[src/hdl/c2s_pkg.sv]
// Shared constants and types for the Cartesian to spherical converter.
// No dependencies; imported by every module of the block.
`default_nettype none

package c2s_pkg;

  // Angle accumulator: radians times 2^16, signed.
  localparam int ANG_W = 20;
  typedef logic signed [ANG_W-1:0] ang_t;

  localparam int GUARD_BITS = 8;

  // Reciprocal of the limit gain of a long CORDIC chain, times 2^16.
  localparam logic [15:0] GAIN_K = 16'd39797;

  localparam ang_t HALF_PI_Q16 = 20'sd102944;
  localparam logic signed [15:0] HALF_PI_Q13 = 16'sd12868;
  localparam logic signed [15:0] PI_Q13 = 16'sd25736;

  localparam logic [15:0] EPS_RESET = 16'd1;

  // atan(2^-i) * 2^16, rounded to nearest.
  localparam logic [15:0] ATAN_Q16 [32] = '{
    16'd51472, 16'd30386, 16'd16055, 16'd8150, 16'd4091, 16'd2047, 16'd1024, 16'd512,
    16'd256, 16'd128, 16'd64, 16'd32, 16'd16, 16'd8, 16'd4, 16'd2,
    16'd1, 16'd0, 16'd0, 16'd0, 16'd0, 16'd0, 16'd0, 16'd0,
    16'd0, 16'd0, 16'd0, 16'd0, 16'd0, 16'd0, 16'd0, 16'd0
  };

endpackage

`default_nettype wire

[src/hdl/c2s_vec.sv]
// Pipelined CORDIC vectoring pass: quadrant fold stage plus one stage per iteration.
// Depends on c2s_pkg.
`default_nettype none

module c2s_vec #(
  parameter int W      = 26,
  parameter int SW     = 16,
  parameter int STAGES = 16
) (
  input  logic                 clk_i,
  input  logic                 rst_ni,
  input  logic                 in_valid_i,
  output logic                 in_stall_o,
  input  logic signed [W-1:0]  x_i,
  input  logic signed [W-1:0]  y_i,
  input  logic [SW-1:0]        side_i,
  output logic                 out_valid_o,
  input  logic                 out_stall_i,
  output logic signed [W-1:0]  mag_o,
  output c2s_pkg::ang_t        ang_o,
  output logic [SW-1:0]        side_o
);
  import c2s_pkg::*;

  localparam int N = STAGES + 1;

  logic               v_q    [N];
  logic               stall  [N];
  logic signed [W-1:0] x_q   [N];
  logic signed [W-1:0] y_q   [N];
  ang_t               a_q    [N];
  logic               zero_q [N];
  logic [SW-1:0]      s_q    [N];

  // Fold into the right half plane.
  logic signed [W-1:0] fx_d, fy_d;
  ang_t                fa_d;

  always_comb begin
    fx_d = x_i;
    fy_d = y_i;
    fa_d = '0;
    if (x_i[W-1]) begin
      if (!y_i[W-1]) begin
        fx_d = y_i;
        fy_d = -x_i;
        fa_d = HALF_PI_Q16;
      end else begin
        fx_d = -y_i;
        fy_d = x_i;
        fa_d = -HALF_PI_Q16;
      end
    end
  end

  genvar k;
  generate
    for (k = 0; k < N; k++) begin : g_stage
      if (k == N - 1) begin : g_last
        assign stall[k] = v_q[k] & out_stall_i;
      end else begin : g_mid
        assign stall[k] = v_q[k] & stall[k+1];
      end

      if (k == 0) begin : g_fold
        always_ff @(posedge clk_i or negedge rst_ni) begin
          if (!rst_ni) begin
            v_q[k] <= 1'b0;
          end else if (!stall[k]) begin
            v_q[k] <= in_valid_i;
          end
        end

        always_ff @(posedge clk_i) begin
          if (!stall[k]) begin
            x_q[k]    <= fx_d;
            y_q[k]    <= fy_d;
            a_q[k]    <= fa_d;
            zero_q[k] <= (x_i == '0) && (y_i == '0);
            s_q[k]    <= side_i;
          end
        end
      end else begin : g_iter
        localparam int I = k - 1;
        logic signed [W-1:0] dx, dy;
        ang_t                at;

        assign dx = y_q[k-1] >>> I;
        assign dy = x_q[k-1] >>> I;
        assign at = {{(ANG_W-16){1'b0}}, ATAN_Q16[I]};

        always_ff @(posedge clk_i or negedge rst_ni) begin
          if (!rst_ni) begin
            v_q[k] <= 1'b0;
          end else if (!stall[k]) begin
            v_q[k] <= v_q[k-1];
          end
        end

        always_ff @(posedge clk_i) begin
          if (!stall[k]) begin
            if (!y_q[k-1][W-1]) begin
              x_q[k] <= x_q[k-1] + dx;
              y_q[k] <= y_q[k-1] - dy;
              a_q[k] <= a_q[k-1] + at;
            end else begin
              x_q[k] <= x_q[k-1] - dx;
              y_q[k] <= y_q[k-1] + dy;
              a_q[k] <= a_q[k-1] - at;
            end
            zero_q[k] <= zero_q[k-1];
            s_q[k]    <= s_q[k-1];
          end
        end
      end
    end
  endgenerate

  assign in_stall_o  = stall[0];
  assign out_valid_o = v_q[N-1];
  assign mag_o       = x_q[N-1];
  // atan2(0,0) is defined as zero
  assign ang_o       = zero_q[N-1] ? '0 : a_q[N-1];
  assign side_o      = s_q[N-1];

endmodule

`default_nettype wire

[config.mk]
export PLATFORM = sky130hd
export DESIGN_NAME = c2s_vec
export DESIGN_NICKNAME = d
export VERILOG_FILES = /design/src/hdl/c2s_pkg.sv /design/src/hdl/c2s_vec.sv
export SDC_FILE = /design/constraint.sdc
export NUM_CORES = 2
export LEC_CHECK = 0
export BUFFER_PORTS_ARGS = -buffer_cell sky130_fd_sc_hd__buf_2
export CAP_MARGIN = 15
export CORE_MARGIN = 1.5
export CORE_UTILIZATION = 35
export DETAILED_ROUTE_END_ITERATION = 16
export GPL_TIMING_DRIVEN = 1
export SYNTH_ARGS = -nofsm -noshare
export SYNTH_HDL_FRONTEND = slang
export SYNTH_SLANG_ARGS = --single-unit
[constraint.sdc]
create_clock -name clk_i -period 7.16 [get_ports clk_i]
set_input_delay 1.432 -clock clk_i [delete_from_list [all_inputs] [get_ports clk_i]]
set_output_delay 1.432 -clock clk_i [all_outputs]
set_load 0.02 [all_outputs]
==> qor.yml <==
job:
  drv_cap: 0
detailed_routing:
  drt_pre_antenna_iters: 6
  routedWlPerCell_um: 18.8
  drt_iter0_markers: 5276
  route.detailed.drc: 0
  viasPerCell: 5.38
  ant_nets: 0
  vias: 76600
  wirelength_um: 268000
critical_path:
  cp-start-kind: "primary input"
  cp_max_fo: 32
  endpoint_kind: "register"
  crit_required_ns: 7.73
  critPathArrivalTime_ns: 6.53
  critPathTopFamily: "compound AO/OA/AOI/OAI gates"
  critPathKind: "primary input to register"
  slowest_stage: "a2111oi_0"
  path_cells: "buf_2 > and3_1 > inv_6 > nor4_4 > buf_4 > and3_1 > clkinvlp_4 > nand2_2 > buf_4 > ha_1 > inv_1 > o21ai_0 > a2111oi_0 > o31ai_1 > o41a_1 > and4_1 > a2111oi_0 > a21oi_1 > xnor2_1"
  critical_path.n_buffers_inverters: 6
  slowest_delay_ns: 0.70
synthesis:
  ys_ff_latch: 1448
  ys.flop_type: "edfxtp_1"
  syn_nets: 11200
  synth_area_leaders: "edfxtp_1 42%, ha_1 13%, xnor2_1 7.5%, xor2_1 4.2%, a21oi_1 3.9%"
  yosysTopAreaCellShare_pct: 41.9
  syn_area_um2: 103000
  synth_edf_count: 1431
  yosysTopAreaCell: "edfxtp_1"
  synth.distinct_cells: 91
  synth_area_per_cell_um2: 10.3
  yosysWarnings: 0
  ys_seq_area_share_pct: 42.3
  async_flop_share_pct: 1.17
  synthCells: 9986
outcome:
  status: "completed"
timing:
  fin_worst_skew_ns: 0.0659
  tightest_slew_ns: 1.11
  slew_headroom_pct: 26.2
  min_period_ns: 5.97
  setup_viol: 0
  rsz0062_at_grt: "no"
  period_share_pct: 83.3
  hold_violations: 0
  maxSlewViolCount: 0
  fmax_mhz: 168
placement:
  port_buffers: 135
  gp_congestion: 0.941
  place_hpwl_um: 215000
floorplan:
  ios: 136
  rows: 198
  die_area_um2: 296000
  die_x_um: 544
  die_y_um: 544
  core-area_um2: 291000
  start_util_pct: 35.2
cells_and_area:
  drive_above_1_share_pct: 5.88
  fin_nets: 11400
  area_growth_pct: 10.9
  fin_util_pct: 39.0
clocking:
  clk_pin_slew_ns: 0.06
  cts_buffers: 168
  cts_tree: "done"
  root_buffer: "clkbuf_16"
  post-cts-setup-buffers: 0
  ctsHoldBuffers: 0
  cts_max_path_buffers: 4
  cts.sinks: 1448
  insertion_delay_ns: 0.87
  h-tree-depth: 4
  cts_resized: 0
grt:
  grt_pass1_wl_um: 416000
  grt_util_all_layers_pct: 17.6
  grt_start_max_net_pins: 106
  grt_pass1_vias: 74300
  antenna_found_initial: 14
  grt-ovfl-total: 0
min_path:
  hold_class: "register to register"
-- final timing paths --
kind	endpoint	slack, ns	start	cells past startpoint
min reg2reg	s_q[0][113]	0.38	s_q[0][97]	0
max	a_q[4][19]	1.19	out_stall_i	19
max reg2reg	a_q[4][19]	1.25	v_q[3]	17
min	s_q[0][113]	0.38	s_q[0][97]	0
max in group asynchronous	v_q[12]	6.14	rst_ni	1
min in group asynchronous	out_valid_o	0.56	rst_ni	1
-- Yosys cell counts, types with 12 or more instances --
| cell type | n |
|---|---|
| edfxtp_1 | 1431 |
| ha_1 | 1052 |
| xnor2_1 | 873 |
| nor2_1 | 797 |
| a21oi_1 | 790 |
| o21ai_0 | 615 |
| nand2_1 | 605 |
| xor2_1 | 491 |
| inv_1 | 481 |
| a21o_1 | 261 |
| nor3_1 | 244 |
| nand3_1 | 189 |
| o31ai_1 | 156 |
| nand2b_1 | 140 |
| o21a_1 | 132 |
| clkbuf_1 | 130 |
| o21bai_1 | 129 |
| nor2b_1 | 124 |
| or3_1 | 113 |
| a211oi_1 | 104 |
| and3_1 | 92 |
| a31oi_1 | 76 |
| nor4_1 | 76 |
| o41ai_1 | 68 |
| o211ai_1 | 56 |
| or2_2 | 54 |
| a21boi_0 | 47 |
| or4_1 | 47 |
| fa_1 | 46 |
| nand4_1 | 45 |
| mux2i_1 | 42 |
| and2_1 | 40 |
| a2111oi_0 | 33 |
| a31o_2 | 30 |
| a211o_1 | 28 |
| nand3b_1 | 25 |
| o2111ai_1 | 23 |
| buf_1 | 20 |
| o31a_1 | 20 |
| dfrtp_1 | 17 |
| nor3b_1 | 17 |
| a311oi_1 | 13 |
| a41oi_1 | 13 |
| a311o_1 | 12 |
-- state kept, by name, summed over array words and instances (netlist names) --
signal       count
y_q            400
x_q            442
v_q             16
out_valid_o      1
zero_q          17
s_q            272
a_q            300
-- layout make-up --
type	count	area, µm²
tap	3900	4880
fill	28300	178000
clock buffer	197	4400
clock inverter	100	986
timing repair buffer	218	1350
inverter	492	1880
sequential	1448	43400
multi-input combinational	7891	56900
antenna	1	2.50
-- worst reg2reg max path, stage by stage, from the launching register on --
cell and delay [ns]:
dfrtp_1 0.49, nand3_1 0.42, nor4_4 0.38, buf_4 0.27, and3_1 0.27, clkinvlp_4 0.12
nand2_2 0.26, buf_4 0.43, ha_1 0.36, inv_1 0.10, o21ai_0 0.11, a2111oi_0 0.55
o31ai_1 0.24, o41a_1 0.36, and4_1 0.20, a2111oi_0 0.70, a21oi_1 0.18, xnor2_1 0.17
-- per-layer routing --
metal  GRT usage, %  routed length [µm]  up-vias
met5              0                   0        -
met4           6.08                9680        0
met3           2.05               11500      442
met2           30.5              129000     1788
met1           22.6              119000    36800
li1               -                   -    37600
-- metrics by stage --
step	setup slack [ns]	setup TNS (ns)	cell area, µm²	hold WS, ns	cells
CTS	1.24	0	114000	0.370	14200
floorplan	-0.00366	-0.00366	103000	0.400	9986
global placement	0.542	0	108000	0.401	13900
detailed placement	0.354	0	108000	0.405	13900
global route	0.886	0	114000	0.377	14200
finish	1.19	0	114000	0.379	14200
-- cells in the final DEF (no fill, tap or decap), drive strengths merged, types with 113 or more instances in the layout --
master and count:
a21o 261, a21oi 790, buf 218, clkbuf 197, edfxtp 1431, ha 1052, inv 486, nand2 605
nand2b 140, nand3 190, nor2 797, nor2b 124, nor3 246, o21a 132, o21ai 617, o21bai 129
o31ai 158, or3 113, xnor2 873, xor2 491
-- cells by family after synthesis --
| group | after synthesis | share of synthesized area, % |
|---|---|---|
| buffers and inverters | 647 | 2.38 |
| AND/OR/NAND/NOR | 2658 | 12.5 |
| flip-flops | 1448 | 42.3 |
| XOR/XNOR | 1364 | 11.6 |
| adder cells (fa/ha/maj) | 1098 | 13.7 |
| multiplexers | 50 | 0.498 |
| AO/OA/AOI/OAI | 2721 | 16.9 |
Power is left out: the tool's default activity adds up to more than one toggle a clock period on the data nets, which glitch-free logic cannot reach.
