$ cat config.mk
export PLATFORM = sky130hd
export DESIGN_NAME = c2s_scale
export DESIGN_NICKNAME = d
export VERILOG_FILES = /design/src/hdl/c2s_pkg.sv /design/src/hdl/c2s_scale.sv
export SDC_FILE = /design/constraint.sdc
export NUM_CORES = 1
export LEC_CHECK = 0
export BUFFER_PORTS_ARGS = -buffer_cell sky130_fd_sc_hd__buf_4
export CAP_MARGIN = 0
export CELL_PAD_IN_SITES_DETAIL_PLACEMENT = 1
export CELL_PAD_IN_SITES_GLOBAL_PLACEMENT = 1
export CORE_MARGIN = 2
export CORE_UTILIZATION = 40
export DETAILED_ROUTE_END_ITERATION = 7
export GPL_ROUTABILITY_DRIVEN = 1
export GPL_TIMING_DRIVEN = 0
export MAX_ROUTING_LAYER = met4
export PLACE_DENSITY_LB_ADDON = 0.25
export SLEW_MARGIN = 30
export SYNTH_ARGS = -nofsm -noshare
export SYNTH_HDL_FRONTEND = slang
export SYNTH_SLANG_ARGS = --single-unit
$ cat constraint.sdc
create_clock -name clk_i -period 3.2 [get_ports clk_i]
set_input_delay 0.32 -clock clk_i [delete_from_list [all_inputs] [get_ports clk_i]]
set_output_delay 0.32 -clock clk_i [all_outputs]
set_load 0.05 [all_outputs]
$ cat src/hdl/c2s_pkg.sv
// Shared constants and types for the Cartesian to spherical converter.
// No dependencies; imported by every module of the block.
`default_nettype none

package c2s_pkg;

  // Angle accumulator: radians times 2^16, signed.
  localparam int ANG_W = 20;
  typedef logic signed [ANG_W-1:0] ang_t;

  localparam int GUARD_BITS = 8;

  // Reciprocal of the limit gain of a long CORDIC chain, times 2^16.
  localparam logic [15:0] GAIN_K = 16'd39797;

  localparam ang_t HALF_PI_Q16 = 20'sd102944;
  localparam logic signed [15:0] HALF_PI_Q13 = 16'sd12868;
  localparam logic signed [15:0] PI_Q13 = 16'sd25736;

  localparam logic [15:0] EPS_RESET = 16'd1;

  // atan(2^-i) * 2^16, rounded to nearest.
  localparam logic [15:0] ATAN_Q16 [32] = '{
    16'd51472, 16'd30386, 16'd16055, 16'd8150, 16'd4091, 16'd2047, 16'd1024, 16'd512,
    16'd256, 16'd128, 16'd64, 16'd32, 16'd16, 16'd8, 16'd4, 16'd2,
    16'd1, 16'd0, 16'd0, 16'd0, 16'd0, 16'd0, 16'd0, 16'd0,
    16'd0, 16'd0, 16'd0, 16'd0, 16'd0, 16'd0, 16'd0, 16'd0
  };

endpackage

`default_nettype wire

$ cat src/hdl/c2s_scale.sv
// Gain compensation stage: rounded multiply by the CORDIC gain constant, then shift.
// Depends on c2s_pkg.
`default_nettype none

module c2s_scale #(
  parameter int W  = 26,
  parameter int OW = 26,
  parameter int SH = 16,
  parameter int SW = 16
) (
  input  logic                 clk_i,
  input  logic                 rst_ni,
  input  logic                 in_valid_i,
  output logic                 in_stall_o,
  input  logic signed [W-1:0]  mag_i,
  input  logic [SW-1:0]        side_i,
  output logic                 out_valid_o,
  input  logic                 out_stall_i,
  output logic signed [OW-1:0] res_o,
  output logic [SW-1:0]        side_o
);
  import c2s_pkg::*;

  localparam int PW = W + 17;
  localparam logic signed [PW-1:0] RND = {{(PW-1){1'b0}}, 1'b1} << (SH - 1);

  logic signed [16:0]   gain_s;
  logic signed [PW-1:0] prod, shifted;
  logic                 v_q, stall;
  logic signed [OW-1:0] res_q;
  logic [SW-1:0]        side_q;

  assign gain_s  = {1'b0, GAIN_K};
  assign prod    = mag_i * gain_s;
  assign shifted = (prod + RND) >>> SH;

  assign stall = v_q & out_stall_i;

  always_ff @(posedge clk_i or negedge rst_ni) begin
    if (!rst_ni) begin
      v_q <= 1'b0;
    end else if (!stall) begin
      v_q <= in_valid_i;
    end
  end

  always_ff @(posedge clk_i) begin
    if (!stall) begin
      res_q  <= shifted[OW-1:0];
      side_q <= side_i;
    end
  end

  assign in_stall_o  = stall;
  assign out_valid_o = v_q;
  assign res_o       = res_q;
  assign side_o      = side_q;

endmodule

`default_nettype wire

==> results of run 1 <==
==> through the flow <==
stage | hold WS (ns) | cell area (µm²)
after global placement | 0.0958 | 11400
after detailed placement | 0.0989 | 11500
final | 0.208 | 12400
after global routing | 0.199 | 12400
after CTS | 0.203 | 12200
after floorplan | 0.0244 | 10400
==> kinds of logic after synthesis <==
| family | count (synthesis) | synth area share (%) |
|---|---|---|
| adders and majority gates | 378 | 63.0 |
| buffers and inverters | 350 | 13.3 |
| AOI/OAI and AO/OA | 81 | 5.35 |
| xor gates and xnor gates | 27 | 2.39 |
| DFF | 43 | 13.0 |
| and+or+nand+nor | 59 | 2.95 |
==> registers in the layout, summed over array words and instances (netlist names) <==
register     cells
side_o          16
out_valid_o      1
res_o           26
==> area by class of cell <==
type / count / area [µm²] / share of cell area (%)
tap: 324 / 405 / 3.27
clock buffer: 6 / 129 / 1.04
sequential: 43 / 1290 / 10.4
clock inverter: 2 / 12.5 / 0.101
multi-input combinational: 545 / 8090 / 65.2
timing repair buffer: 135 / 1170 / 9.45
inverter: 349 / 1310 / 10.6
==> cells in the mapped netlist (all sizes together) (4+ instances only) <==
master and n:
o21bai 4, nand3 5, fa 201, nand2 20, edfxtp 42, xnor2 12, o21ai 17, a21oi 25
a31oi 4, a21o 13, ha 177, nor2 17, nor3 4, o211ai 4, xor2 15, nand4 7
inv 349
==> worst max-delay path, stage by stage <==
cell and delay, ns:
buf_4 0.17, ha_4 0.30, inv_2 0.04, fa_1 0.46, fa_1 0.50, inv_1 0.05, fa_1 0.50, fa_1 0.50
inv_1 0.05, fa_1 0.50, inv_2 0.05, ha_4 0.29, nand2_4 0.06, nor4_4 0.30, o211ai_1 0.20, a31oi_1 0.26
o22ai_2 0.14, buf_4 0.16, buf_6 0.12, o21bai_4 0.13, a21boi_2 0.08, xnor2_1 0.12
==> per-layer routing <==
layer  vias to the layer above  wire, µm  GRT usage, %
li1                       3112         -             -
met1                      3420     10300          24.6
met2                        60     14200          40.9
met3                        26       281          1.05
met4                         0       368          3.25
met5                         -         0             -
==> timing repair <==
action                                 4_1_cts  5_1_grt
gates resized for setup                     75       28
buffers inserted                            36        8
hold buffers                                 1        0
setup endpoints to repair                   26       26
endpoints found under the hold margin        1        0
pin swaps                                   46       30
==> path summary, 6_finish.rpt <==
check	start	end	slack (ns)	depth (start not counted)
min reg2reg	out_valid_o	out_valid_o	0.89	2
max	mag_i[13]	res_o[16]	-2.07	22
max in group asynchronous	rst_ni	out_valid_o	2.74	2
min	side_i[15]	side_o[15]	0.21	1
max reg2reg	out_valid_o	res_o[2]	1.85	2
min in group asynchronous	rst_ni	out_valid_o	0.38	2
==> layout by cell type (no fill, tap or decap), drive strengths merged <==
| cell type | instances |
|---|---|
| o211ai | 4 |
| a211oi | 2 |
| dfrtp | 1 |
| nor2 | 17 |
| edfxtp | 42 |
| nor3b | 1 |
| buf | 134 |
| a21oi | 25 |
| a311oi | 1 |
| nand3 | 5 |
| nor4 | 1 |
| clkinvlp | 1 |
| a211o | 1 |
| fa | 201 |
| or3 | 1 |
| o21bai | 4 |
| a22oi | 1 |
| o21ba | 1 |
| and4 | 2 |
| a31oi | 4 |
| nand4 | 7 |
| o21ai | 17 |
| xor2 | 15 |
| clkinv | 1 |
| xnor2 | 12 |
| a21o | 13 |
| a21boi | 1 |
| clkbuf | 6 |
| dlygate4sd3 | 1 |
| o21a | 3 |
| ha | 177 |
| nand2 | 20 |
| o22ai | 3 |
| a221oi | 1 |
| inv | 349 |
| nand2b | 1 |
| nor3 | 4 |
==> qor.csv, run 1 <==
metric,value,unit
status,"finished, violations left",
violated checks,negative setup slack,
Critical Path Fanout Max,5,
worst slack at placement,-2.45,ns
initial antenna violation count,0,
CP Data Arrival Time,5.31,ns
maxcap violations,0,
# DRC,0,
nature of the critical path startpoint,input pin,
Worst Path Required,3.24,ns
CTS Buffer Depth,2,
row count,57,
filler instances,2647,
final hold violations,0,
clk_skew,0.00432,ns
ANT cells,0,
drt total wl,25200,µm
area share of the largest cell type after synthesis,40.7,%
HPWL Detailed,21800,µm
CTS clock-pin slew for the worst setup and hold paths,0.06,ns
Tcrit/Tclk final,165,%
wire length per cell,17.9,µm
Die W,161,µm
Nets,1503,
GPL Wtd Cong,0.855,
Final TNS setup,-45.57,ns
total gr overflow,0,
final setup violation count,26,
flip-flop and latch count after synthesis,43,
RSZ-0062 raised after global routing,true,
total die area,26000,µm²
Layout Utilization,51.0,%
layout cells sized above 1,25.9,%
Starting DRT DRC Count,180,
die height,161,µm
Post-synth EDFFs,42,
Sink Count,43,
global-route wire length before repair,41400,µm
Overall Global Routing Usage,21.1,%
Slew @ Worst Pin,0.528,ns
Synth async-reset ratio,2.33,%
CP endpoint kind,register,
CP Class,in -> reg,
Yosys cell types,40,
H-tree lvl count,2,
pin count of the biggest net entering global routing,25,
Final Max Slew Viols,0,
Avg Synthesized Cell Area,10.5,µm²
worst min path class,in -> reg,
Rel. slew slack,64.7,%
synthesized instance count,938,
main area contributors after synthesis,"fa_1 (41%), ha_1 (22%), inv_1 (13%)",
sequential fraction of the synthesis area,13.0,%
total CTS buffers,5,
vias,6618,
Non-Filler Instances,1404,
core area,24300,µm²
number of global-route vias before repair,7983,
Clock Latency Late Sink,0.28,ns
FMAX,190,MHz
"Area growth, synth to finish",25.4,%
Final min period,5.27,ns
Placed Instances,1352,
CTS tree,yes,
final worst slack,-2.07,ns
Pre-antenna DRT Iters,4,
Root Driver,clkbuf_16,
# IOs,90,
via density per instance,4.71,
Yosys warnings,0,
largest area contributor in the netlist,fa_1,
Post-Syn Area,9900,µm²
starting density of the core,40.7,%
Buffers on Ports,89,
ANT nets after route,0,
syn nets,1362,
"Top FF cell, synth",edfxtp_1,
Power of run 1 is left out: the tool's default activity adds up to more than one toggle a clock period on the data nets, which glitch-free logic cannot reach.
==> run 2, diff against run 1 <==
--- a/config.mk
+++ b/config.mk
@@ -9,7 +9,6 @@
 export CAP_MARGIN = 0
 export CELL_PAD_IN_SITES_DETAIL_PLACEMENT = 1
 export CELL_PAD_IN_SITES_GLOBAL_PLACEMENT = 1
-export CORE_MARGIN = 2
 export CORE_UTILIZATION = 40
 export DETAILED_ROUTE_END_ITERATION = 7
 export GPL_ROUTABILITY_DRIVEN = 1
==> qor.csv, run 2 (synthesis results as in run 1) <==
metric,value,unit,change
initial antenna violation count,0,,unchanged
HPWL Detailed,21300,µm,-2.2%
CTS Buffer Depth,2,,unchanged
CP endpoint kind,register,,
row count,57,,unchanged
total CTS buffers,5,,unchanged
drt total wl,24000,µm,-4.7%
clk_skew,0.00284,ns,-0.00147 ns
violated checks,negative setup slack,,
FF-to-FF End,side_o[11],,
Met1 Wirelength,9830,µm,-4.7%
Clock Latency Late Sink,0.28,ns,about the same
"most common cell after layout, fill and taps aside",inv_1,,
layout cells sized above 1,26.0,%,+0.052 points
"commonest cells after routing, fill and taps aside","inv_1 (322), fa_1 (185), ha_1 (131)",,
global-route wire length before repair,39900,µm,-3.4%
"reg-to-reg slack, setup",1.97,ns,+0.12 ns
Buffers on Ports,89,,unchanged
CP Data Arrival Time,5.21,ns,-0.10 ns
critical path's most frequent cell,fa_1,,
H-tree lvl count,2,,unchanged
ANT cells,0,,unchanged
total die area,25400,µm²,-2.5%
Nets,1497,,-0.40%
Slew @ Worst Pin,0.580,ns,+0.0514 ns
wire length per cell,17.2,µm,-4.3%
status,"finished, violations left",,
Largest register FFs,26,,unchanged
die height,159,µm,-1.2%
final hold violations,0,,unchanged
RSZ-0062 raised after global routing,true,,
Critical Path Fanout Max,6,,+1
worst min path class,in -> reg,,
CP max stage delay,0.53,ns,+0.03 ns
via density per instance,4.71,,about the same
total gr overflow,0,,unchanged
final worst slack,-1.98,ns,+0.0924 ns
Starting DRT DRC Count,187,,+3.9%
Reg2Reg Depth,1,,-1
Hold Crit Depth,1,,unchanged
CP Cell Sequence,"buf_12, ha_4, inv_2, fa_1, fa_1, inv_2, fa_1, fa_1, inv_1, fa_1, inv_2, ha_4, nand2_4, nor4_4, o211ai_1, a31oi_1, o22ai_2, o211ai_2, buf_4, inv_2, o21ai_2, xor2_1",,
Worst Path Required,3.23,ns,about the same
min-delay src,side_i[8],,
post-route cell area,12500,µm²,+0.52%
CP Class,in -> reg,,
pin count of the biggest net entering global routing,45,,+80%
Worst path slowest cell,fa_1,,
metal2 WL,13300,µm,-6.5%
final setup violation count,26,,unchanged
ANT nets after route,0,,unchanged
CTS tree,yes,,
nature of the critical path startpoint,input pin,,
Rel. slew slack,61.4,%,-3.3 points
core area,24300,µm²,unchanged
Die W,159,µm,-1.2%
"Area growth, synth to finish",26.1,%,
Final Max Slew Viols,0,,unchanged
Top Layer Used,met4,,
hold path endpoint,side_o[8],,
reg-to-reg critical path startpoint,out_valid_o,,
number of global-route vias before repair,7875,,-1.4%
vias,6588,,-0.45%
Final min period,5.18,ns,-0.0924 ns
# DRC,0,,unchanged
# IOs,90,,unchanged
Tcrit/Tclk final,162,%,-2.9 points
Root Driver,clkbuf_16,,
Pre-antenna DRT Iters,4,,unchanged
starting density of the core,40.7,%,unchanged
maxcap violations,0,,unchanged
filler instances,2655,,+0.30%
CTS clock-pin slew for the worst setup and hold paths,0.06,ns,about the same
metal3 WL,434,µm,+54%
GPL Wtd Cong,0.848,,-0.82%
Sink Count,43,,unchanged
FMAX,193,MHz,+1.8%
Overall Global Routing Usage,20.8,%,-0.33 points
Post-DP Area,11400,µm²,-0.20%
==> run 2: changes by cell type in the layout (fill, tap and decap cells not counted), sizes merged <==
cell      previous run  this run
buf                134       127
bufinv               0         1
clkinv               1         2
clkinvlp             1         0
==> run 2: worst max path at each step <==
stage	start	to	slack (ns)	depth (start not counted)
5_1_grt	mag_i[13]	res_o[21]	-2.21	22
3_5_place_dp	mag_i[9]	res_o[19]	-2.42	21
6_report	mag_i[17]	res_o[21]	-1.98	22
3_3_place_gp	mag_i[7]	res_o[19]	-2.39	21
4_1_cts	mag_i[12]	res_o[19]	-2.03	21
2_1_floorplan	mag_i[16]	res_o[19]	-1.74	20
==> run 2: stage by stage <==
| step | setup TNS [ns] | setup WS [ns] | utilization [%] | std cells | hold WS, ns |
|---|---|---|---|---|---|
| 6_report | -45.64 | -1.98 | 51.3 | 1398 | 0.214 |
| 2_1_floorplan | -37.57 | -1.74 | - | 938 | 0.0244 |
| 3_5_place_dp | -54.03 | -2.42 | 47.1 | 1351 | 0.0983 |
| 3_3_place_gp | -53.11 | -2.39 | 47.0 | 1351 | 0.0956 |
| 4_1_cts | -46.53 | -2.03 | 49.6 | 1386 | 0.206 |
| 5_1_grt | -49.98 | -2.21 | 51.3 | 1398 | 0.205 |
==> run 2: routing by layer <==
layer | vias up | track usage [%]
met2 | 76 | 39.4
met4 | 0 | 4.33
met5 | - | -
li1 | 3094 | -
met3 | 27 | 1.48
met1 | 3391 | 24.0
==> run 2: area by class of cell <==
type | count | area [µm²] | area share [%]
multi-input cells | 545 | 8140 | 65.3
inverters | 349 | 1310 | 10.5
flip-flops and latches | 43 | 1290 | 10.3
repair buffers | 128 | 1150 | 9.19
well taps | 324 | 405 | 3.25
clock buffers | 5 | 125 | 1.00
clock inverters | 3 | 43.8 | 0.351
plain buffers | 1 | 13.8 | 0.110
==> run 2: what timing repair did <==
| item | in CTS | in global routing |
|---|---|---|
| hold endpoints to repair | 1 | 0 |
| pin swaps | 38 | 40 |
| endpoints found under the setup margin | 26 | 26 |
| gates resized for setup | 60 | 65 |
| setup buffers | 26 | 12 |
| hold buffers | 1 | 0 |
==> run 2: critical path: cells and delay by family <==
kind	cells	cell delay [ns]
and+or+nand+nor	2	0.32
xor gates and xnor gates	1	0.07
adders and majority gates	7	3.08
AOI/OAI and AO/OA	5	0.89
buffers and inverters	7	0.50
Power of run 2 is left out for the same reason.
