$ cat src/hdl/c2s_pkg.sv
// Shared constants and types for the Cartesian to spherical converter.
// No dependencies; imported by every module of the block.
`default_nettype none

package c2s_pkg;

  // Angle accumulator: radians times 2^16, signed.
  localparam int ANG_W = 20;
  typedef logic signed [ANG_W-1:0] ang_t;

  localparam int GUARD_BITS = 8;

  // Reciprocal of the limit gain of a long CORDIC chain, times 2^16.
  localparam logic [15:0] GAIN_K = 16'd39797;

  localparam ang_t HALF_PI_Q16 = 20'sd102944;
  localparam logic signed [15:0] HALF_PI_Q13 = 16'sd12868;
  localparam logic signed [15:0] PI_Q13 = 16'sd25736;

  localparam logic [15:0] EPS_RESET = 16'd1;

  // atan(2^-i) * 2^16, rounded to nearest.
  localparam logic [15:0] ATAN_Q16 [32] = '{
    16'd51472, 16'd30386, 16'd16055, 16'd8150, 16'd4091, 16'd2047, 16'd1024, 16'd512,
    16'd256, 16'd128, 16'd64, 16'd32, 16'd16, 16'd8, 16'd4, 16'd2,
    16'd1, 16'd0, 16'd0, 16'd0, 16'd0, 16'd0, 16'd0, 16'd0,
    16'd0, 16'd0, 16'd0, 16'd0, 16'd0, 16'd0, 16'd0, 16'd0
  };

endpackage

`default_nettype wire

$ cat src/hdl/c2s_out.sv
// Output register: radius saturation, angle rounding and clamping, zero-length check.
// Depends on c2s_pkg.
`default_nettype none

module c2s_out #(
  parameter int DW = 16,
  parameter int RW = 18
) (
  input  logic                 clk_i,
  input  logic                 rst_ni,
  input  logic                 in_valid_i,
  output logic                 in_stall_o,
  input  c2s_pkg::ang_t        phi_i,
  input  c2s_pkg::ang_t        theta_i,
  input  logic signed [RW-1:0] rad_i,
  input  logic [15:0]          eps_i,
  output logic                 out_valid_o,
  input  logic                 out_stall_i,
  output logic signed [15:0]   azimuth_angle_o,
  output logic [14:0]          polar_angle_o,
  output logic [15:0]          radius_o
);
  import c2s_pkg::*;

  localparam int LIM = (DW >= 16) ? 65535 : ((1 << DW) - 1);
  localparam int CW  = (RW > 17) ? RW : 17;
  localparam logic signed [CW-1:0] LIM_C = CW'(LIM);
  localparam ang_t PI_A   = ANG_W'(PI_Q13);
  localparam ang_t NPI_A  = -ANG_W'(PI_Q13);
  localparam ang_t FOUR_A = ANG_W'(4);

  logic signed [CW-1:0] r_ext;
  logic [15:0]          rad_d;
  ang_t                 phr, thr, phc, thc;
  logic signed [15:0]   az_d;
  logic [14:0]          po_d;
  logic                 v_q, stall;
  logic signed [15:0]   az_q;
  logic [14:0]          po_q;
  logic [15:0]          rad_q;

  assign r_ext = CW'(rad_i);
  assign rad_d = (r_ext[CW-1] || (r_ext > LIM_C)) ? 16'(LIM) : r_ext[15:0];

  assign phr = (phi_i + FOUR_A) >>> 3;
  assign thr = (theta_i + FOUR_A) >>> 3;

  always_comb begin
    phc = phr;
    if (phr < NPI_A) phc = NPI_A;
    if (phr > PI_A)  phc = PI_A;
    thc = thr;
    if (thr[ANG_W-1]) thc = '0;
    if (thr > PI_A)   thc = PI_A;
    if (rad_d < eps_i) begin
      az_d = HALF_PI_Q13;
      po_d = HALF_PI_Q13[14:0];
    end else begin
      az_d = phc[15:0];
      po_d = thc[14:0];
    end
  end

  assign stall = v_q & out_stall_i;

  always_ff @(posedge clk_i or negedge rst_ni) begin
    if (!rst_ni) begin
      v_q <= 1'b0;
    end else if (!stall) begin
      v_q <= in_valid_i;
    end
  end

  always_ff @(posedge clk_i) begin
    if (!stall) begin
      az_q  <= az_d;
      po_q  <= po_d;
      rad_q <= rad_d;
    end
  end

  assign in_stall_o      = stall;
  assign out_valid_o     = v_q;
  assign azimuth_angle_o = az_q;
  assign polar_angle_o   = po_q;
  assign radius_o        = rad_q;

endmodule

`default_nettype wire

$ cat config.mk
export PLATFORM = sky130hd
export DESIGN_NAME = c2s_out
export DESIGN_NICKNAME = d
export VERILOG_FILES = /design/src/hdl/c2s_pkg.sv /design/src/hdl/c2s_out.sv
export SDC_FILE = /design/constraint.sdc
export NUM_CORES = 1
export LEC_CHECK = 0
export BUFFER_PORTS_ARGS = -buffer_cell sky130_fd_sc_hd__buf_2
export CAP_MARGIN = 20
export CORE_MARGIN = 2
export CORE_UTILIZATION = 46
export DETAILED_ROUTE_END_ITERATION = 10
export PLACE_DENSITY = 0.78
export SLEW_MARGIN = 20
export SYNTH_ARGS = -nofsm -noshare
export SYNTH_HDL_FRONTEND = slang
export SYNTH_SLANG_ARGS = --single-unit
export TNS_END_PERCENT = 20
$ cat constraint.sdc
create_clock -name clk_i -period 2 [get_ports clk_i]
set_clock_uncertainty 0.1 [all_clocks]
set_input_delay 0 -clock clk_i [delete_from_list [all_inputs] [get_ports clk_i]]
set_output_delay 0 -clock clk_i [all_outputs]
set_load 0.05 [all_outputs]
==> results, run 1 <==
- In this run, synthesis inferred 47 flip-flops with an integrated enable.
- At the later pin of the worst-skew pair, clock insertion delay measures 0.30 ns.
- The worst setup path is captured at a flop.
- The data required time at the worst endpoint is 1.96 ns.
- The startpoint type of the worst setup path is an input port.
- The hold path startpoint is rad_i[14].
- The initial core utilization is 0.470.
- The iteration count of the initial detailed-routing pass is 6.
- Of the cells placed in the final design, the portion with a size suffix greater than 1 is 0.485.
- The congestion estimate from routability-driven global placement came to 0.922.
- The path type of the worst min-delay path is in -> reg.
- The horizontal die dimension is 92.2 microns.
- The final number of hold-violating endpoints is 0.
- The setup slack of the critical path after layout is -0.0592 ns.
- The routed wire length per instance is 18.7 microns.
- The critical-path maximum fanout is 8.
- The worst reg2reg path endpoint is polar_angle_o[0].
- The highest attainable clock frequency is 486 MHz.
- The net count of the finished layout is 682.
- The cell area that synthesis handed to floorplanning was 0.00357 sq mm.
- Relative to the synthesized area, the layout overhead comes to 57.4%.
- The area of the core is 0.00761 sq mm.
- The number of rows in the core area is 32.
- The chip height is 92.2 microns.
- The number of design-rule violations left by the first detailed-router iteration is 233.
- The clock sink count is 48.
- Setup repair after global routing could not meet its margin everywhere.
- Once layout is complete, the cells apart from fillers number 690.
- Setup violations remaining at the end of the flow were counted as 10.
- The first global-routing pass estimated 17300 microns of wire.
- The sequential-to-total area share from yosys stat is 0.402.
- The worst-case IR drop observed on VDD is 0.319 mV.
- Overall power consumption after layout is estimated at 3.00 mW.
- The worst min-delay path endpoint is radius_o[14].
- The number of nets in the synthesized netlist is 467.
- The instance count along the most critical hold path is 3.
- Yosys printed 0 warnings.
- Once placement completed, the tool counted placed cells totaling 658.
- A synthesized cell averages 9.61 sq um.
- The synthesized design contains 48 register bits.
- The most critical setup path has its startpoint at rad_i[17].
- The setup slack of the worst register-to-register path is 0.53 ns.
- The tree is rooted in a clkbuf_8.
- The number of antenna diodes in the final layout is 0.
- The die outline area is 0.00849 sq mm.
- The post-DP HPWL is 7930 microns.
- The maximum count of clock buffers along a single path is 2.
- The remaining global-route overflow is 0.
- In the post-synthesis netlist, the biggest area contributors are edfxtp_1 39%, ha_1 6.0%, xnor2_1 4.9%.
- The run finished, with violations left.
- Port buffering added 122 buffers.
- The final number of max-transition violations is 0.
- Using the TritonRoute via totals, the vias-per-cell ratio works out to 5.88.
- The number of antenna violations at the first check in global routing is 0.
- The synthesized netlist contains 66 unique library cells.
- TritonCTS built the clock tree.
- At the worst endpoint, the arrival time is 2.02 ns.
- The number of buffers created by CTS is 5.
- The accumulated negative setup slack is -0.313 ns.
- Max-cap violations in this run came to 0.
- The power density relative to cell area is 533 mW/mm^2.
- After technology mapping, the gate count stands at 372.
- The predominant post-synthesis flop cell is edfxtp_1.
- The total DRC errors in the routed layout is 0.
- Once detail routing completed, the nets flagged for antenna violations numbered 0.
- Summed over all layers, the routed wires come to 12900 microns.
- The pin count of the biggest net entering global routing is 33.
- The post-synthesis async set-or-reset flop share is 0.0208.
- The via count is 4059.
- On the final layout, the worst hold slack is 0.0102 ns.
- The number of global-route vias before repair is 3843.
- The number of cell instances on the worst register-to-register path is 2.
- The global router's overall resource usage is 0.253.
- In this run the count of I/O pins placed on the die edge is 127.
- For this design the static power due to leakage is 2.31 nW.
- The final reports fail on setup timing.
- The share of the synthesized area in the top cell type is 0.395.
- The clock-pin slew on the worst setup and hold paths is 0.10 ns.
- Dividing the final minimum period by the clock period gives 1.03.
- The total number of H-tree levels is 2.
- The headroom to the max-slew limit is 0.604.
- The critical setup path kind is in -> reg.
- In this run the critical register-to-register path is launched from out_valid_o.
- The top cell types in the final layout, fill and taps aside, are 120 x buf_2, 83 x buf_4, 47 x edfxtp_1, 26 x nor2_1, 25 x nand2_1.
- At the pin with the least slew margin, the transition time is 0.593 ns.
- The fill cell instance count of the final layout is 512.
- The most common library cell in the layout ignoring fill and taps is buf_2.
- The minimum period implied by the final worst setup slack is 2.06 ns.
- The cell type with the highest aggregate area in the netlist is edfxtp_1.
## metrics by stage
step	util	worst slack, ns	instance area, sq um
CTS	0.692	-0.000930	5260
floorplan	-	-0.225	3670
finish	0.740	-0.0592	5630
detailed placement	0.645	-0.444	4910
global route	0.740	-0.109	5630
global placement	0.645	-0.339	4910
## sequential cells by signal, indices dropped and copies added, names as in the netlist
name             count
polar_angle_o       15
azimuth_angle_o     16
radius_o            16
out_valid_o          1
## repair_timing
item	in CTS	in global routing
gates resized for setup	15	47
endpoints found under the hold margin	15	0
pin swaps	10	25
hold buffers	17	0
setup endpoints to repair	25	30
setup buffers	0	5
gates cloned	0	2
## worst max-delay path by stage
| stage | to | depth (start not counted) |
|---|---|---|
| after floorplan | polar_angle_o[3] | 9 |
| after global placement | azimuth_angle_o[2] | 10 |
| after detailed placement | azimuth_angle_o[3] | 10 |
| after CTS | polar_angle_o[8] | 10 |
| after global routing | azimuth_angle_o[9] | 11 |
| final | azimuth_angle_o[9] | 11 |
## routing by layer
| metal | global-route usage | wire length (microns) |
|---|---|---|
| met5 | 0 | 0 |
| met4 | 0.113 | 713 |
| met3 | 0.0288 | 832 |
| met2 | 0.489 | 6800 |
| met1 | 0.274 | 4560 |
## cell families after synthesis
kind of cell | share of synthesized area
compound gates | 0.166
mux | 0.00595
buf+inv | 0.0525
simple gates | 0.232
xor+xnor | 0.0830
fa+ha+maj | 0.0595
flops | 0.402
## Yosys cell counts (4+ instances only)
library cell / instances
a21o_1: 7
edfxtp_1: 47
nor2_1: 26
nand2b_1: 4
o31ai_1: 9
or3_1: 19
o21ai_0: 5
a31oi_1: 4
nand4_1: 10
ha_1: 17
xor2_1: 12
nand2_1: 28
nand3_1: 13
a211oi_1: 4
xnor2_1: 20
nor3_1: 10
buf_4: 5
buf_2: 6
clkbuf_1: 7
inv_1: 24
a21oi_1: 24
and4_1: 8
## final cells by class
| type | instances | area [sq um] | area share |
|---|---|---|---|
| repair buffers | 227 | 1520 | 0.270 |
| clock buffers | 6 | 72.6 | 0.0129 |
| clock inverters | 2 | 11.3 | 0.00200 |
| flip-flops and latches | 48 | 1440 | 0.255 |
| well taps | 102 | 128 | 0.0227 |
| multi-input cells | 281 | 2370 | 0.421 |
| inverters | 24 | 95.1 | 0.0169 |
## worst max-delay path: stages
cell and delay [ns]:
clkbuf_16 0.14, or3_1 0.37, ha_1 0.37, a22oi_1 0.10, nand2_1 0.13, a31oi_2 0.07
o31ai_4 0.30, buf_6 0.19, inv_6 0.05, nor3_4 0.24, a21oi_1 0.06
## power breakdown
group | internal (mW) | total (mW) | switching [mW]
combinational | 0.432 | 1.18 | 0.751
clock | 0.243 | 0.577 | 0.334
sequential | 1.21 | 1.24 | 0.0283
No activity file was read; power rests on OpenSTA's default activity.
==> inputs of run 2 (changes only) <==
--- a/config.mk
+++ b/config.mk
@@ -8,9 +8,8 @@
 export BUFFER_PORTS_ARGS = -buffer_cell sky130_fd_sc_hd__buf_2
 export CAP_MARGIN = 20
 export CORE_MARGIN = 2
-export CORE_UTILIZATION = 46
+export CORE_UTILIZATION = 35
 export DETAILED_ROUTE_END_ITERATION = 10
-export PLACE_DENSITY = 0.78
 export SLEW_MARGIN = 20
 export SYNTH_ARGS = -nofsm -noshare
 export SYNTH_HDL_FRONTEND = slang
==> results, run 2 (synthesis results as in run 1) <==
- The total number of H-tree levels is 2.
- The number of maximum-capacitance violations is 0.
- At the worst endpoint, the arrival time is 2.02 ns.
- The master cell of the clock root buffer is clkbuf_8.
- The path type of the worst min-delay path is in -> reg.
- For this configuration, the core starts out at a cell density of 0.362.
- In the routed layout, each cell is associated on average with a via count of 5.12.
- The final number of max-transition violations is 0.
- The iteration count of the initial detailed-routing pass is 5.
- The wire length reported by the detailed router is 11300 microns.
- The total of buffers placed on input and output ports is 122.
- The number of antenna repair diodes is 0.
- The maximum count of clock buffers along a single path is 2.
- The most common library cell in the layout ignoring fill and taps is buf_2.
- The share of power burned in combinational logic is 0.380.
- At the end of the flow the core is filled with cells to 0.591.
- Walking the worst path, the cells encountered are buf_12 -> buf_6 -> or3_4 -> ha_1 -> nand2_2 -> a21oi_2 -> a211oi_2 -> o31ai_4 -> nand2b_1 -> a211o_4 -> nor2_1.
- The layout overhead on the synthesized area is 63.0%.
- STA classifies the critical path endpoint as a flop.
- Across all hold checks on the routed design, the worst slack comes to 0.0205 ns.
- In this run, the number of DRC markers left after iteration 0 of detailed routing was 140.
- For this design the ratio of total power to cell area is 533 mW/mm^2.
- In the routed design, unresolved DRC markers number 0.
- The die is 105 microns tall.
- The critical path is of the in -> reg type.
- Among cell families on the critical path, the largest total delay comes from compound AO/OA/AOI/OAI gates.
- In the layout the commonest cells are 118 x buf_2, 88 x buf_4, 47 x edfxtp_1, 24 x nand2_1, 23 x inv_1.
- After layout, the worst setup slack is 0.0318 ns.
- The global router's overall resource usage is 0.189.
- The multi-input logic area is 0.00240 sq mm.
- The first global-routing pass estimated 17000 microns of wire.
- The sequential cell area in the final layout is 0.00144 sq mm.
- The die outline area is 0.0110 sq mm.
- The layout has 865 filler cells.
- In this run the worst path has a maximum fanout of 8.
- The worst path needs 1.97 ns of the cycle, external delays included.
- The net count of the finished layout is 691.
- The slowest stage of the critical path is the a211o_4 cell.
- Summing internal, switching and leakage power gives 3.11 mW.
- The accumulated negative setup slack is 0 ns.
- In the final layout, the share of cells above drive strength 1 is 0.511.
- The worst pin sits at a relative slew slack of 0.691.
- The tree built by TritonCTS fans out to 48 sinks.
- Once detail routing completed, the nets flagged for antenna violations numbered 0.
- In this run the static leakage power is 2.37 nW.
- The highest attainable clock frequency is 508 MHz.
- The net switching component of the power is 1.07 mW.
- The number of antenna violations at the first check in global routing came to 0.
- The wire-length estimate of the detail-placed layout is 8230 microns.
- Clock-pin slew was measured on the worst setup and hold paths at 0.09 ns.
- The number of rows in the core area is 36.
- After detailed routing, the average wire length per cell comes to 15.5 microns.
- Of the available clock period, the critical path in the final layout requires 0.984.
- VDD sags by at most 0.332 mV.
- The horizontal die dimension is 105 microns.
- The floorplan step defined a core boundary enclosing 0.00986 sq mm.
- The internal portion of the total power is 2.04 mW.
- The via count is 3738.
- The later pin in the worst-skew pair is clocked with a latency of 0.28 ns.
- The run finished with clean final reports.
- The number of buffers created by CTS is 5.
- The number of global-route vias before repair is 3546.
- Counting both buffers and inverters, the worst setup path holds a total of 2.
- STA classifies the critical path startpoint as an input port.
- Timing analysis after detailed placement gives a worst setup slack of -0.465 ns.
- The remaining global-route overflow is 0.
- The stage delay of the slowest cell on the critical path is 0.39 ns.
- The number of primary I/O pins is 127.
- Setup violations remaining at the end of the flow were counted as 0.
- Of the total power, the share spent switching nets is 0.344.
- TritonCTS built the clock tree.
- At the worst endpoint, the required time is 2.05 ns.
- Entering global routing, the biggest net connects 39 pins.
- The final number of hold-violating endpoints is 0.
- Setup repair after global routing could not meet its margin everywhere.
- The clock group share of total power is 0.223.
- The global placement routability congestion is 0.895.
- The measured slew at the worst slew-check pin is 0.458 ns.
- Of the total power, registers draw 0.397.
[run 2: cell types whose count changed in the layout (fill, tap and decap cells not counted), sizes merged]
cell,delta
buf,+7
dlygate4sd3,+2
bufinv,+1
clkbuf,+1
clkinv,-1
clkinvlp,-1
[run 2: metrics by stage]
step / area, sq um / instances
4_1_cts: 5420 / 723
5_1_grt: 5830 / 730
3_5_place_dp: 5010 / 697
2_1_floorplan: 3670 / 372
6_report: 5830 / 730
3_3_place_gp: 5010 / 697
[run 2: power by group through the flow]
stage | Combinational, mW | Clock, mW | Sequential (mW)
final | 1.18 | 0.691 | 1.23
after global routing | 1.26 | 0.744 | 1.24
after CTS | 1.08 | 0.709 | 1.23
after detailed placement | 1.02 | 0 | 1.26
after global placement | 1.01 | 0 | 1.26
after floorplan | 0.341 | 0 | 1.56
[run 2: tightest hold or removal path: stages]
cell   delay, ns
buf_2       0.08
or3_1       0.13
buf_4       0.11
[run 2: path summary, 6_finish.rpt]
| kind | endpoint | depth (start not counted) | from | slack (ns) |
|---|---|---|---|---|
| hold / removal | radius_o[2] | 3 | rad_i[2] | 0.02 |
| setup / recovery | polar_angle_o[0] | 11 | rad_i[16] | 0.03 |
| hold reg to reg | out_valid_o | 2 | out_valid_o | 0.61 |
| min in group asynchronous | out_valid_o | 3 | rst_ni | 0.45 |
| max in group asynchronous | out_valid_o | 3 | rst_ni | 1.25 |
| setup reg to reg | radius_o[5] | 2 | out_valid_o | 0.67 |
[run 2: layout make-up]
cell class	count	share of cell area
multi-input cells	281	0.413
repair buffers	236	0.278
flip-flops and latches	48	0.246
well taps	133	0.0286
inverters	24	0.0163
clock buffers	7	0.0131
clock inverters	1	0.00515
[run 2: what timing repair did]
| item | CTS | global route |
|---|---|---|
| hold buffers | 16 | 3 |
| cloned | 0 | 2 |
| pin swaps | 7 | 26 |
| setup buffers | 2 | 2 |
| endpoints found under the setup margin | 28 | 31 |
| gates resized for setup | 23 | 65 |
| hold endpoints to repair | 15 | 2 |
[run 2: per-layer routing]
metal / GRT usage / wire (microns) / up-vias
li1: - / - / 1847
met3: 0.0299 / 523 / 8
met2: 0.350 / 6110 / 124
met4: 0.0429 / 110 / 0
met1: 0.227 / 4600 / 1759
met5: 0 / 0 / -
==> inputs of run 3 (changes only) <==
--- a/config.mk
+++ b/config.mk
@@ -5,11 +5,12 @@
 export SDC_FILE = /design/constraint.sdc
 export NUM_CORES = 1
 export LEC_CHECK = 0
-export BUFFER_PORTS_ARGS = -buffer_cell sky130_fd_sc_hd__buf_2
+export BUFFER_PORTS_ARGS = -buffer_cell sky130_fd_sc_hd__clkbuf_2
 export CAP_MARGIN = 20
 export CORE_MARGIN = 2
-export CORE_UTILIZATION = 35
+export CORE_UTILIZATION = 46
 export DETAILED_ROUTE_END_ITERATION = 10
+export PLACE_DENSITY = 0.78
 export SLEW_MARGIN = 20
 export SYNTH_ARGS = -nofsm -noshare
 export SYNTH_HDL_FRONTEND = slang
==> results, run 3 (synthesis results as in run 1) <==
- The finished cells cover 0.00557 sq mm.
- The highest attainable clock frequency is 489 MHz.
- The via count is 3864.
- The fraction of layout cells with a size suffix above 1 is 0.476.
- The checks that failed: setup timing.
- After the first detailed-routing iteration, the DRC count stood at 178.
- The worst flop-to-flop path startpoint is out_valid_o.
- The worst IR drop on VDD is 0.274 mV.
- After clock tree synthesis, the clock-pin slew on the worst setup and hold paths is 0.08 ns.
- The launching element of the worst setup path is rad_i[17].
- The die is 92.2 microns tall.
- After detailed routing, the average wire length per cell comes to 16.7 microns.
- The largest single stage delay on the critical path is 0.38 ns.
- Dividing the detail-routed via count by the number of cells gives 5.55.
- The pin count of the biggest net entering global routing is 35.
- Across all setup checks in the final design, the least slack found is -0.0452 ns.
- At the worst endpoint, the arrival time is 2.10 ns.
- Registers take 0.00144 sq mm.
- The number of buffers and inverters on the critical path is 2.
- The most common library cell in the layout ignoring fill and taps is clkbuf_2.
- The final number of hold-violating endpoints is 0.
- Summed over all nets, the half-perimeter wirelength after detailed placement is 8260 microns.
- Once detail routing completed, the nets flagged for antenna violations numbered 0.
- The initial core utilization is 0.470.
- The gate family responsible for the most delay along the worst path is compound AO/OA/AOI/OAI gates.
- In this run the most critical hold path is launched from rad_i[4].
- In the routed design, unresolved DRC markers number 0.
- The global router's overall resource usage is 0.263.
- After floorplanning, the core was divided into 32 placement rows.
- Dividing total power by cell area gives a power density of 531 mW/mm^2.
- In this run the count of I/O pins placed on the die edge is 127.
- The minimum period implied by the final worst setup slack is 2.05 ns.
- The wire length reported by the detailed router is 11600 microns.
- The final instance count without filler cells is 696.
- The tightest hold path in the finished design has a slack of 0.0116 ns.
- Setup violations remaining at the end of the flow were counted as 9.
- The total of buffers placed on input and output ports is 122.
- The signal on the critical path passes through clkbuf_16 -> buf_6 -> or3_1 -> ha_1 -> a21o_1 -> a31oi_4 -> o31ai_4 -> nand2b_1 -> a211o_1 -> nor2_1.
- Counting the buffers created by CTS gives 5.
- The clock reaches the later pin of the worst-skew pair after 0.29 ns.
- Headroom to the max-slew limit came out at 0.719.
- The die covers 0.00849 sq mm.
- The area growth from synthesis to layout is 55.9%.
- The number of antenna violations at the first check in global routing is 0.
- The first global-routing pass estimated 17800 microns of wire.
- The fraction of the cycle the final worst path needs is 1.02.
- The remaining global-route overflow is 0.
- The H-tree was split into 2 levels.
- The fill cell instance count of the final layout is 507.
- At the pin with the least slew margin, the transition time is 0.419 ns.
- STA classifies the critical path startpoint as an input port.
- The longest clock path from root to sink contains 2 buffers.
- The horizontal die dimension is 92.2 microns.
- In this run the worst hold path is classified as in -> reg.
- Summed over all cells, the static leakage comes to 2.34 nW.
- The setup path with the least slack is of type in -> reg.
- In this run the worst path has a maximum fanout of 7.
- The number of global-route vias before repair was 3880.
- The kind of end point of the critical path is a flop.
- The run finished, with violations left.
- Setup repair after global routing could not meet its margin everywhere.
- The repair_antennas step left the layout with diodes totalling 0.
- The largest individual stage delay along the critical path comes from the cell a211o_1.
- Data on the critical path is required at its endpoint by 2.06 ns.
- The area of the core is 0.00761 sq mm.
- Including well taps, the total number of placed cells is 665.
- The tool flagged a number of max-cap violations equal to 0.
- The CTS tree is yes.
- The multi-input logic area is 0.00228 sq mm.
- The iteration count of the initial detailed-routing pass is 4.
- The clock sink count is 48.
- For this run, the post-layout net count is 688.
- Routability-driven placement finished with a final weighted congestion of 0.873.
- The final number of max-transition violations came to 0.
- The master cell of the clock root buffer is clkbuf_8.
- In this run the cell area measured after placement is 0.00496 sq mm.
- Leaving out fill and tap cells, the most frequent cells in the layout are 120 x clkbuf_2, 88 x buf_4, 47 x edfxtp_1, 26 x nor2_1, 25 x nand2_1.
[run 3: cell count changes in the layout (fill, tap and decap cells not counted), moves of 2 or more]
cell / previous run / this run
nor2_4: 2 / 0
or3_1: 6 / 9
buf_2: 118 / 0
o31ai_1: 6 / 4
buf_6: 6 / 2
o31ai_2: 2 / 4
or3_4: 14 / 11
ha_4: 9 / 7
clkbuf_8: 5 / 7
nor2_1: 20 / 26
nor2_2: 4 / 0
ha_1: 8 / 10
buf_12: 3 / 1
clkbuf_2: 0 / 120
[run 3: report_power, final]
group,switching (mW),internal (mW)
Combinational,0.724,0.421
Clock,0.330,0.246
Sequential,0.0280,1.21
[run 3: per-layer routing]
layer / global-route usage / part of all wire / wire length [microns]
met1: 0.278 / 0.37 / 4280
met2: 0.509 / 0.54 / 6240
met3: 0.0403 / 0.058 / 670
met4: 0.114 / 0.036 / 417
met5: 0 / 0 / 0
[run 3: timing repair]
| item | 4_1_cts | 5_1_grt |
|---|---|---|
| pin swaps | 9 | 17 |
| hold buffers | 19 | 0 |
| endpoints found under the setup margin | 28 | 30 |
| gates resized for setup | 20 | 31 |
| hold endpoints to repair | 17 | 0 |
| cloned | 1 | 0 |
| buffers inserted | 2 | 1 |
[run 3: cell type report]
cell class / count / area share
multi-input combinational: 281 / 0.410
sequential: 48 / 0.258
timing repair buffer: 233 / 0.278
inverter: 24 / 0.0171
clock buffer: 7 / 0.0137
clock inverter: 1 / 0.000898
tap: 102 / 0.0229
[run 3: worst paths after layout]
check,end,slack [ns],cells past startpoint
worst max-delay path,polar_angle_o[5],-0.05,10
worst min-delay path,radius_o[4],0.01,3
worst max register to register,radius_o[14],0.59,2
worst min register to register,polar_angle_o[8],0.77,1
max in group asynchronous,out_valid_o,1.25,3
min in group asynchronous,out_valid_o,0.44,3
[run 3: per-stage QoR]
| stage | setup slack [ns] | utilization | total power [mW] | TNS [ns] |
|---|---|---|---|---|
| 6_report | -0.0452 | 0.732 | 2.96 | -0.226 |
| 5_1_grt | -0.144 | 0.732 | 3.06 | -1.42 |
| 4_1_cts | -0.0502 | 0.707 | 2.89 | -0.128 |
| 3_5_place_dp | -0.468 | 0.652 | 2.27 | -12.16 |
| 3_3_place_gp | -0.379 | 0.652 | 2.25 | -9.74 |
| 2_1_floorplan | -0.225 | - | 1.90 | -3.78 |
[run 3: worst min-delay path, stage by stage]
cell      delay (ns)
clkbuf_2        0.08
or3_1           0.13
buf_4           0.11
